--- src/hdl/prs_pkg.sv ---
// shared types, codes and constants of the priority round scheduler
package prs_pkg;

  localparam int MAX_PROCS_DEF = 16;
  localparam int PRIO_BITS_DEF = 8;
  localparam int PID_W         = 4;
  localparam int KIND_W        = 3;
  localparam int CFG_W         = 8;
  localparam int PRIO_RST      = 10;

  // request kinds
  typedef enum logic [KIND_W-1:0] {
    KIND_TICK      = 3'd0,
    KIND_SPAWN     = 3'd1,
    KIND_TERMINATE = 3'd2,
    KIND_SUSPEND   = 3'd3,
    KIND_RESUME    = 3'd4
  } kind_t;

  // slot status codes
  typedef enum logic [1:0] {
    ST_FREE  = 2'd0,
    ST_READY = 2'd1,
    ST_WAIT  = 2'd2
  } slot_st_t;

  // controller to datapath commands
  typedef struct packed {
    logic latch;
    logic exec;
    logic load;
    logic sort;
    logic finish;
    logic clr_idx;
  } cmd_t;

  // datapath to controller status
  typedef struct packed {
    logic is_tick;
    logic short_q;
    logic idx_last;
  } stat_t;

endpackage

--- src/hdl/prs_ctrl.sv ---
// sequencing state machine of the priority round scheduler
module prs_ctrl (
  input  logic          clk,
  input  logic          rst_n,
  input  logic          start,
  input  prs_pkg::stat_t stat,
  output prs_pkg::cmd_t cmd,
  output logic          busy,
  output logic          out_valid
);

  typedef enum logic [5:0] {
    S_IDLE = 6'b000001,
    S_EXEC = 6'b000010,
    S_LOAD = 6'b000100,
    S_SORT = 6'b001000,
    S_FIN  = 6'b010000,
    S_DONE = 6'b100000
  } state_t;

  state_t state_r, state_nxt;

  // next state and command decode
  always_comb begin
    state_nxt   = state_r;
    cmd         = '0;
    case (state_r)
      S_IDLE: begin
        if (start) begin
          cmd.latch = 1'b1;
          state_nxt = S_EXEC;
        end
      end
      S_EXEC: begin
        cmd.clr_idx = 1'b1;
        if (!stat.is_tick) begin
          cmd.exec  = 1'b1;
          state_nxt = S_DONE;
        end else if (stat.short_q) begin
          state_nxt = S_DONE;
        end else begin
          state_nxt = S_LOAD;
        end
      end
      S_LOAD: begin
        cmd.load = 1'b1;
        if (stat.idx_last) begin
          cmd.clr_idx = 1'b1;
          state_nxt   = S_SORT;
        end
      end
      S_SORT: begin
        cmd.sort = 1'b1;
        if (stat.idx_last) begin
          state_nxt = S_FIN;
        end
      end
      S_FIN: begin
        cmd.finish = 1'b1;
        state_nxt  = S_DONE;
      end
      S_DONE: begin
        state_nxt = S_IDLE;
      end
      default: begin
        state_nxt = S_IDLE;
      end
    endcase
  end

  // state register
  always_ff @(posedge clk) begin
    if (!rst_n) begin
      state_r <= S_IDLE;
    end else begin
      state_r <= state_nxt;
    end
  end

  assign busy      = (state_r != S_IDLE);
  assign out_valid = (state_r == S_DONE);

  // result strobe lasts one cycle
  a_strobe_once: assert property (@(posedge clk) disable iff (!rst_n)
    out_valid |=> !out_valid)
    else $error("result strobe held");

  // a request is only taken when idle
  a_latch_idle: assert property (@(posedge clk) disable iff (!rst_n)
    cmd.latch |-> !busy)
    else $error("request latched while busy");

  // sorting always ends in the finish step
  a_sort_fin: assert property (@(posedge clk) disable iff (!rst_n)
    (cmd.sort && stat.idx_last) |=> cmd.finish)
    else $error("sort did not end in finish");

endmodule

--- src/hdl/prs_dp.sv ---
// slot tables, ready queue and sort network of the priority round scheduler
module prs_dp #(
  parameter int MAX_PROCS = prs_pkg::MAX_PROCS_DEF,
  parameter int PRIO_BITS = prs_pkg::PRIO_BITS_DEF
) (
  input  logic                        clk,
  input  logic                        rst_n,
  input  prs_pkg::cmd_t               cmd,
  output prs_pkg::stat_t              stat,
  input  logic [prs_pkg::KIND_W-1:0]  in_kind,
  input  logic [prs_pkg::PID_W-1:0]   in_target_pid,
  input  logic                        cfg_wr_en,
  input  logic [prs_pkg::CFG_W-1:0]   cfg_wr_data,
  output logic [prs_pkg::PID_W-1:0]   out_running_pid,
  output logic                        out_switched,
  output logic [prs_pkg::PID_W-1:0]   out_spawned_pid,
  output logic                        out_spawn_failed
);

  localparam int PW = $clog2(MAX_PROCS);
  localparam int CW = $clog2(MAX_PROCS + 1);
  localparam int KW = PRIO_BITS + 2;
  localparam int SW = (PRIO_BITS > prs_pkg::CFG_W) ? PRIO_BITS : prs_pkg::CFG_W;

  // slot tables and queue
  prs_pkg::slot_st_t    status_r [MAX_PROCS];
  prs_pkg::slot_st_t    status_nxt [MAX_PROCS];
  logic [PRIO_BITS-1:0] prio_r [MAX_PROCS];
  logic [PRIO_BITS-1:0] prio_nxt [MAX_PROCS];
  logic [PRIO_BITS-1:0] dprio_r [MAX_PROCS];
  logic [PRIO_BITS-1:0] dprio_nxt [MAX_PROCS];
  logic [MAX_PROCS-1:0] done_r, done_nxt;
  logic [PW-1:0]        order_r [MAX_PROCS];
  logic [PW-1:0]        order_nxt [MAX_PROCS];
  logic [KW-1:0]        key_r [MAX_PROCS];
  logic [KW-1:0]        key_nxt [MAX_PROCS];
  logic [CW-1:0]        count_r, count_nxt;
  logic [PW-1:0]        running_r, running_nxt;
  logic [PW-1:0]        idx_r, idx_nxt;

  // latched request and results
  logic [prs_pkg::KIND_W-1:0] kind_r;
  logic [prs_pkg::PID_W-1:0]  tgt_r;
  logic [prs_pkg::CFG_W-1:0]  cfg_r;
  logic                       sw_r, sw_nxt;
  logic [PW-1:0]              spawned_r, spawned_nxt;
  logic                       failed_r, failed_nxt;

  // helpers
  logic                 tgt_ok;
  logic [PW-1:0]        tgt_pid;
  logic [SW-1:0]        cfg_ext;
  logic [PRIO_BITS-1:0] spawn_p;
  logic                 free_found;
  logic [PW-1:0]        free_pid;
  logic                 seen;
  logic [PW-1:0]        head;
  logic [PW-1:0]        lpid;

  assign tgt_ok  = (32'(tgt_r) < 32'(MAX_PROCS));
  assign tgt_pid = PW'(tgt_r);
  assign cfg_ext = SW'(cfg_r);
  assign spawn_p = (cfg_ext > SW'({PRIO_BITS{1'b1}})) ? {PRIO_BITS{1'b1}}
                                                       : PRIO_BITS'(cfg_ext);
  assign head    = order_r[0];
  assign lpid    = order_r[idx_r];

  // lowest free slot
  always_comb begin
    free_found = 1'b0;
    free_pid   = '0;
    for (int i = MAX_PROCS - 1; i >= 0; i--) begin
      if (status_r[i] == prs_pkg::ST_FREE) begin
        free_found = 1'b1;
        free_pid   = PW'(i);
      end
    end
  end

  // next state of tables
  always_comb begin
    status_nxt  = status_r;
    prio_nxt    = prio_r;
    dprio_nxt   = dprio_r;
    done_nxt    = done_r;
    order_nxt   = order_r;
    key_nxt     = key_r;
    count_nxt   = count_r;
    running_nxt = running_r;
    sw_nxt      = sw_r;
    spawned_nxt = spawned_r;
    failed_nxt  = failed_r;
    idx_nxt     = idx_r + PW'(1);
    seen        = 1'b0;
    if (cmd.clr_idx) begin
      idx_nxt = '0;
    end
    if (cmd.latch) begin
      sw_nxt      = 1'b0;
      spawned_nxt = '0;
      failed_nxt  = 1'b0;
    end
    // non-tick requests, applied in the exec step
    if (cmd.exec) begin
      case (kind_r)
        prs_pkg::KIND_SPAWN: begin
          failed_nxt = !free_found;
          if (free_found) begin
            status_nxt[free_pid] = prs_pkg::ST_READY;
            prio_nxt[free_pid]   = spawn_p;
            dprio_nxt[free_pid]  = spawn_p;
            spawned_nxt          = free_pid;
            if (32'(count_r) < 32'(MAX_PROCS)) begin
              order_nxt[count_r[PW-1:0]] = free_pid;
              done_nxt[free_pid]         = 1'b0;
              count_nxt                  = count_r + CW'(1);
            end
          end
        end
        prs_pkg::KIND_TERMINATE: begin
          if (tgt_ok) begin
            status_nxt[tgt_pid] = prs_pkg::ST_FREE;
            for (int i = 0; i < MAX_PROCS; i++) begin
              if (order_r[i] == tgt_pid && 32'(i) < 32'(count_r)) begin
                seen = 1'b1;
              end
              if (seen && i < MAX_PROCS - 1) begin
                order_nxt[i] = order_r[i+1];
              end
            end
            if (seen) begin
              count_nxt = count_r - CW'(1);
            end
          end
        end
        prs_pkg::KIND_SUSPEND: begin
          if (tgt_ok && status_r[tgt_pid] != prs_pkg::ST_FREE) begin
            status_nxt[tgt_pid] = prs_pkg::ST_WAIT;
          end
        end
        prs_pkg::KIND_RESUME: begin
          if (tgt_ok && status_r[tgt_pid] == prs_pkg::ST_WAIT) begin
            status_nxt[tgt_pid] = prs_pkg::ST_READY;
          end
        end
        default: begin
        end
      endcase
    end
    // gather sort keys one queue entry a cycle
    if (cmd.load) begin
      key_nxt[idx_r] = {status_r[lpid] == prs_pkg::ST_WAIT, done_r[lpid], prio_r[lpid]};
    end
    // odd-even transposition pass, stable on ties
    if (cmd.sort) begin
      for (int i = 0; i < MAX_PROCS - 1; i++) begin
        if ((i % 2) == int'(idx_r[0]) && 32'(i + 1) < 32'(count_r)
            && key_r[i] > key_r[i+1]) begin
          key_nxt[i]     = key_r[i+1];
          key_nxt[i+1]   = key_r[i];
          order_nxt[i]   = order_r[i+1];
          order_nxt[i+1] = order_r[i];
        end
      end
    end
    // round flags, then aging or switch
    if (cmd.finish) begin
      if (key_r[0][PRIO_BITS] || key_r[1][PRIO_BITS]) begin
        done_nxt = '0;
      end
      if (running_r == head) begin
        if (prio_r[head] != {PRIO_BITS{1'b1}}) begin
          prio_nxt[head] = prio_r[head] + PRIO_BITS'(1);
        end
      end else begin
        prio_nxt[running_r] = dprio_r[running_r];
        done_nxt[running_r] = 1'b1;
        running_nxt         = head;
        sw_nxt              = 1'b1;
      end
    end
  end

  // state registers
  always_ff @(posedge clk) begin
    if (!rst_n) begin
      for (int i = 0; i < MAX_PROCS; i++) begin
        status_r[i] <= (i == 0) ? prs_pkg::ST_READY : prs_pkg::ST_FREE;
        prio_r[i]   <= (i == 0) ? PRIO_BITS'(prs_pkg::PRIO_RST) : '0;
        dprio_r[i]  <= (i == 0) ? PRIO_BITS'(prs_pkg::PRIO_RST) : '0;
        order_r[i]  <= '0;
      end
      done_r    <= '0;
      count_r   <= CW'(1);
      running_r <= '0;
      idx_r     <= '0;
      cfg_r     <= prs_pkg::CFG_W'(prs_pkg::PRIO_RST);
      sw_r      <= 1'b0;
      spawned_r <= '0;
      failed_r  <= 1'b0;
    end else begin
      status_r  <= status_nxt;
      prio_r    <= prio_nxt;
      dprio_r   <= dprio_nxt;
      order_r   <= order_nxt;
      done_r    <= done_nxt;
      count_r   <= count_nxt;
      running_r <= running_nxt;
      idx_r     <= idx_nxt;
      sw_r      <= sw_nxt;
      spawned_r <= spawned_nxt;
      failed_r  <= failed_nxt;
      if (cfg_wr_en) begin
        cfg_r <= cfg_wr_data;
      end
    end
  end

  // request and key registers
  always_ff @(posedge clk) begin
    key_r <= key_nxt;
    if (cmd.latch) begin
      kind_r <= in_kind;
      tgt_r  <= in_target_pid;
    end
  end

  assign stat.is_tick  = (kind_r == prs_pkg::KIND_TICK);
  assign stat.short_q  = (count_r < CW'(2));
  assign stat.idx_last = (idx_r == PW'(MAX_PROCS - 1));

  assign out_running_pid  = prs_pkg::PID_W'(running_r);
  assign out_switched     = sw_r;
  assign out_spawned_pid  = prs_pkg::PID_W'(spawned_r);
  assign out_spawn_failed = failed_r;

  // queue length bounded by the slot count
  a_count_max: assert property (@(posedge clk) disable iff (!rst_n)
    32'(count_r) <= 32'(MAX_PROCS))
    else $error("queue overfull");

  // running slot moves only in the finish step
  a_run_fin: assert property (@(posedge clk) disable iff (!rst_n)
    !$stable(running_r) |-> $past(cmd.finish))
    else $error("running slot changed outside finish");

  // a switch is always flagged
  a_sw_flag: assert property (@(posedge clk) disable iff (!rst_n)
    (cmd.finish && running_r != head) |=> sw_r)
    else $error("switch not flagged");

endmodule

--- src/hdl/priority_round_scheduler.sv ---
// top level of the priority round scheduler
// sequence: spawn, terminate, suspend, resume and short ticks go from the exec
//   step straight to the result strobe; a sorting tick gathers the keys, runs
//   the odd-even sort passes and then the finish step before the strobe
// throughput: one request at a time, a new one taken the cycle after the strobe
// reset: synchronous active low; slot 0 running at priority ten, queue holds it
module priority_round_scheduler #(
  parameter int MAX_PROCS = prs_pkg::MAX_PROCS_DEF,
  parameter int PRIO_BITS = prs_pkg::PRIO_BITS_DEF
) (
  input  logic                       clk,
  input  logic                       rst_n,
  input  logic                       start,
  output logic                       busy,
  input  logic [prs_pkg::KIND_W-1:0] in_kind,
  input  logic [prs_pkg::PID_W-1:0]  in_target_pid,
  input  logic                       cfg_wr_en,
  input  logic [prs_pkg::CFG_W-1:0]  cfg_wr_data,
  output logic                       out_valid,
  output logic [prs_pkg::PID_W-1:0]  out_running_pid,
  output logic                       out_switched,
  output logic [prs_pkg::PID_W-1:0]  out_spawned_pid,
  output logic                       out_spawn_failed
);

  prs_pkg::cmd_t  cmd;
  prs_pkg::stat_t stat;

  // sequencer
  prs_ctrl u_ctrl (
    .clk       (clk),
    .rst_n     (rst_n),
    .start     (start),
    .stat      (stat),
    .cmd       (cmd),
    .busy      (busy),
    .out_valid (out_valid)
  );

  // tables and sort
  prs_dp #(
    .MAX_PROCS (MAX_PROCS),
    .PRIO_BITS (PRIO_BITS)
  ) u_dp (
    .clk              (clk),
    .rst_n            (rst_n),
    .cmd              (cmd),
    .stat             (stat),
    .in_kind          (in_kind),
    .in_target_pid    (in_target_pid),
    .cfg_wr_en        (cfg_wr_en),
    .cfg_wr_data      (cfg_wr_data),
    .out_running_pid  (out_running_pid),
    .out_switched     (out_switched),
    .out_spawned_pid  (out_spawned_pid),
    .out_spawn_failed (out_spawn_failed)
  );

endmodule
--- config.mk ---
export PLATFORM = sky130hd
export DESIGN_NAME = priority_round_scheduler
export DESIGN_NICKNAME = d
export VERILOG_FILES = /design/src/hdl/prs_pkg.sv /design/src/hdl/prs_ctrl.sv /design/src/hdl/prs_dp.sv /design/src/hdl/priority_round_scheduler.sv
export SDC_FILE = /design/constraint.sdc
export NUM_CORES = 2
export LEC_CHECK = 0
export BUFFER_PORTS_ARGS = -buffer_cell sky130_fd_sc_hd__buf_4
export CAP_MARGIN = 20
export CORE_ASPECT_RATIO = 2
export CORE_MARGIN = 2
export CORE_UTILIZATION = 36
export CTS_BUF_LIST = sky130_fd_sc_hd__clkbuf_4
export DETAILED_ROUTE_END_ITERATION = 10
export HOLD_SLACK_MARGIN = 0.05
export SKIP_CTS_REPAIR_TIMING = 1
export SLEW_MARGIN = 0
export SYNTH_ARGS = -nofsm -noshare
export SYNTH_HDL_FRONTEND = slang
export SYNTH_SLANG_ARGS = --single-unit
--- constraint.sdc ---
create_clock -name clk -period 7.5 [get_ports clk]
set_input_delay 0.375 -clock clk [delete_from_list [all_inputs] [get_ports clk]]
set_output_delay 0.375 -clock clk [all_outputs]
set_load 0.1 [all_outputs]
==> run_results.csv <==
group,metric,value,unit
worst_setup_path,critPathMaxFanout,68,
worst_setup_path,cp-start-kind,"register",
die,dieWidth,237,um
place,gp_congestion,1.19,
place,port_buffers,30,
worst_setup_path,critPathRequiredTime,8.65,ns
global_routing,grt_use_total,39.7,%
synthesis,synthesis.area,0.0390,mm^2
drt,drc,0,
global_routing,antenna_found_initial,25,
synthesis,ys_seq_area_share,29.4,%
drt,final_antenna_net_count,0,
power,peakVddDrop,0.119,mV
drt,via_per_inst,7.02,
run_status,outcome,"finished clean",
synthesis,synth_seq_cells,568,
finish,nets,4939,
cts,cts_made_buffers,145,
power,powerDensity,154,mW/mm^2
drt,vias,44000,
sta,worst_slew_pin_slew,1.32,ns
sta,finalMaxSlewViolations,0,
global_routing,grt_pass1_vias,42100,
sta,finalCritPeriodShare,65.7,%
synthesis,synth_edf_count,7,
synthesis,async_reset_ff_share,0,%
cts,worst_skew_pair.late_latency,1.26,ns
die,initial_core_util,36.3,%
die,io_pins,31,
sta,rsz0062_at_grt,"false",
die,die_y,469,um
sta,hold_violations,0,
die,dieArea,0.111,mm^2
place,hpwlAfterDp,158000,um
synthesis,yosysWarnings,0,
flow_run,maxCapViolations,0,
worst_setup_path,cpMaxStageDelayCell,"o311ai_4",
worst_setup_path,endpoint_kind,"register",
cts,cts_max_level,4,
cts,cts_tree,"built",
worst_setup_path,critPathKind,"register to register",
sta,slew_headroom,12.2,%
cts,cts_sinks,568,
synthesis,syn_nets,4978,
synthesis,synth_ff_type,"dfxtp_1",
drt,finalWirelength,225000,um
power,p_leak,15.4,nW
sta,finalCriticalPeriod,4.93,ns
global_routing,grt_max_degree,106,
finish,drive_gt1_share,14.9,%
drt,wl_per_cell,35.9,um
worst_setup_path,slowest_delay,1.00,ns
worst_setup_path,arrival,6.08,ns
global_routing,grt_pass1_wl,315000,um
synthesis,syn_inst,4798,
synthesis,synth_cell_types,102,
cts,path_clk_slew,0.07,ns
power,total_power,6.63,mW
place,place_area,0.0404,mm^2
finish,area_growth,10.6,%
min_path,hold_path_class,"input pin to register",
sta,fmax,203,MHz
die,rows,170,
sta,fin_setup_tns,0,ns
drt,drtPass1Iterations,7,
drt,drt_iter0_markers,5663,
die,core_area,0.107,mm^2
global_routing,grt_overflow,0,
sta,finalSetupViolations,0,
finish,fin_area,0.0431,mm^2
synthesis,synth.avg_cell_area,8.12,um^2
worst_setup_path,path_cells,"mux4_2 -> a22oi_2 -> buf_4 -> and2_1 -> a21o_1 -> a21oi_1 -> o311ai_4 -> a221o_1",
cts,cts_root_buf,"clkbuf_4",
sta,fin_skew,0.0835,ns
cts,clockBufferDepth,3,
-- logic make-up (layout without fill, tap and decap cells) --
kind of cell             Yosys count  after routing  synth area share (%)
XOR/XNOR                          78             78                  1.75
multiplexers                     252            252                  9.53
adder cells (fa/ha/maj)          161            161                  5.17
AND/OR/NAND/NOR                 1402           1402                  16.3
AO/OA/AOI/OAI                   1702           1702                  31.2
other                              0             26                     0
buffers and inverters            635            709                  6.64
flip-flops                       568            568                  29.4
-- layout by cell type, fill, tap and decap left out, types with 65 or more instances in the layout --
| master | n |
|---|---|
| a21oi_1 | 348 |
| ha_1 | 161 |
| mux4_2 | 90 |
| nand3_1 | 129 |
| a221o_1 | 67 |
| mux2i_1 | 110 |
| o21ai_0 | 197 |
| and3_1 | 66 |
| o22ai_1 | 189 |
| a22oi_1 | 133 |
| dfxtp_1 | 556 |
| inv_1 | 205 |
| nor3_1 | 83 |
| nand2_1 | 610 |
| a21o_1 | 65 |
| clkbuf_4 | 222 |
| nor2_1 | 293 |
| buf_4 | 184 |
| o221ai_1 | 89 |
| o211ai_1 | 68 |
-- through the flow --
step | util, % | instances | hold slack, ns | worst slack (ns)
5_1_grt | 40.1 | 6254 | 0.112 | 2.46
4_1_cts | 39.4 | 6187 | -0.676 | 2.53
3_5_place_dp | 37.6 | 5927 | 0.444 | 2.58
6_report | 40.1 | 6274 | 0.0532 | 2.57
2_1_floorplan | - | 4798 | 0.429 | 3.69
3_3_place_gp | 37.6 | 5924 | 0.436 | 2.64
-- report_power, final --
group	internal, mW	total, mW	switching (mW)
combinational	0.158	0.552	0.394
clock	1.47	3.02	1.54
sequential	3.03	3.06	0.0302
-- synthesized netlist by cell type, drive strengths merged, types with 37 or more instances --
cell    number  area share (%)
mux2i      110             2.8
o221a       37             1.1
mux4        90             5.2
inv        207             2.0
a22oi      134             2.6
o221ai      89             2.0
nor2       298             2.9
a221oi      57             1.3
nand3      130             1.7
o21ai      215             2.8
and3        67             1.1
a21o        65             1.3
a21boi      40            0.77
dfxtp      561              29
buf        101             1.5
a21oi      349             4.5
nand2      612             5.9
mux2        52             1.5
nor3        93             1.3
a211oi      54             1.1
o22ai      189             3.0
clkbuf     327             3.2
a221o       67             1.7
o211ai      69             1.3
ha         161             5.2
xnor2       61             1.4
-- cell type report --
cell class | count | area (um^2)
repair buffers | 242 | 2050
clock inverters | 41 | 292
inverters | 207 | 785
flip-flops and latches | 568 | 11400
diodes | 26 | 65.1
well taps | 1376 | 1720
fillers | 10900 | 64300
clock buffers | 219 | 1640
multi-input cells | 3595 | 25100
-- worst max-delay path, delay by kind of cell, from the launching register on --
family	cells	cell delay [ns]
AO/OA/AOI/OAI	5	1.80
buffers and inverters	1	0.53
flip-flops	1	0.98
multiplexers	1	0.61
AND/OR/NAND/NOR	1	0.82
-- registers in the layout, summed over array words and instances (netlist names) --
| name | count |
|---|---|
| u_dp.head | 4 |
| u_dp.kind_r | 3 |
| u_dp.done_r | 16 |
| u_dp.status_r | 32 |
| u_dp.order_r | 60 |
| u_dp.idx_r | 4 |
| u_dp.out_spawned_pid | 4 |
| u_ctrl.state_r | 6 |
| u_dp.out_running_pid | 4 |
| u_dp.count_r | 5 |
| u_dp.cfg_ext | 8 |
| u_dp.prio_r | 128 |
| u_dp.out_spawn_failed | 1 |
| u_dp.dprio_r | 128 |
| u_dp.tgt_pid | 4 |
| u_dp.key_r | 160 |
| u_dp.out_switched | 1 |
-- final timing paths --
check                                       from               end  slack (ns)  cells after the start
worst max-delay path               u_dp.idx_r[0]    u_dp.key_r[35]        2.57                      8
worst max register to register     u_dp.idx_r[0]    u_dp.key_r[35]        2.57                      8
worst min register to register  u_dp.dprio_r[11]  u_dp.dprio_r[11]        0.45                      2
worst min-delay path                   cfg_wr_en   u_dp.cfg_ext[4]        0.05                      4
-- routing by layer --
layer	track usage (%)	up-vias	part of all wire, %
met5	0.220	-	0.027
met4	47.7	8	15
met3	13.6	1463	9.7
met2	64.6	3302	46
met1	35.5	21000	29
li1	-	18200	-
Note: power is estimated with default switching activity, not from simulation.
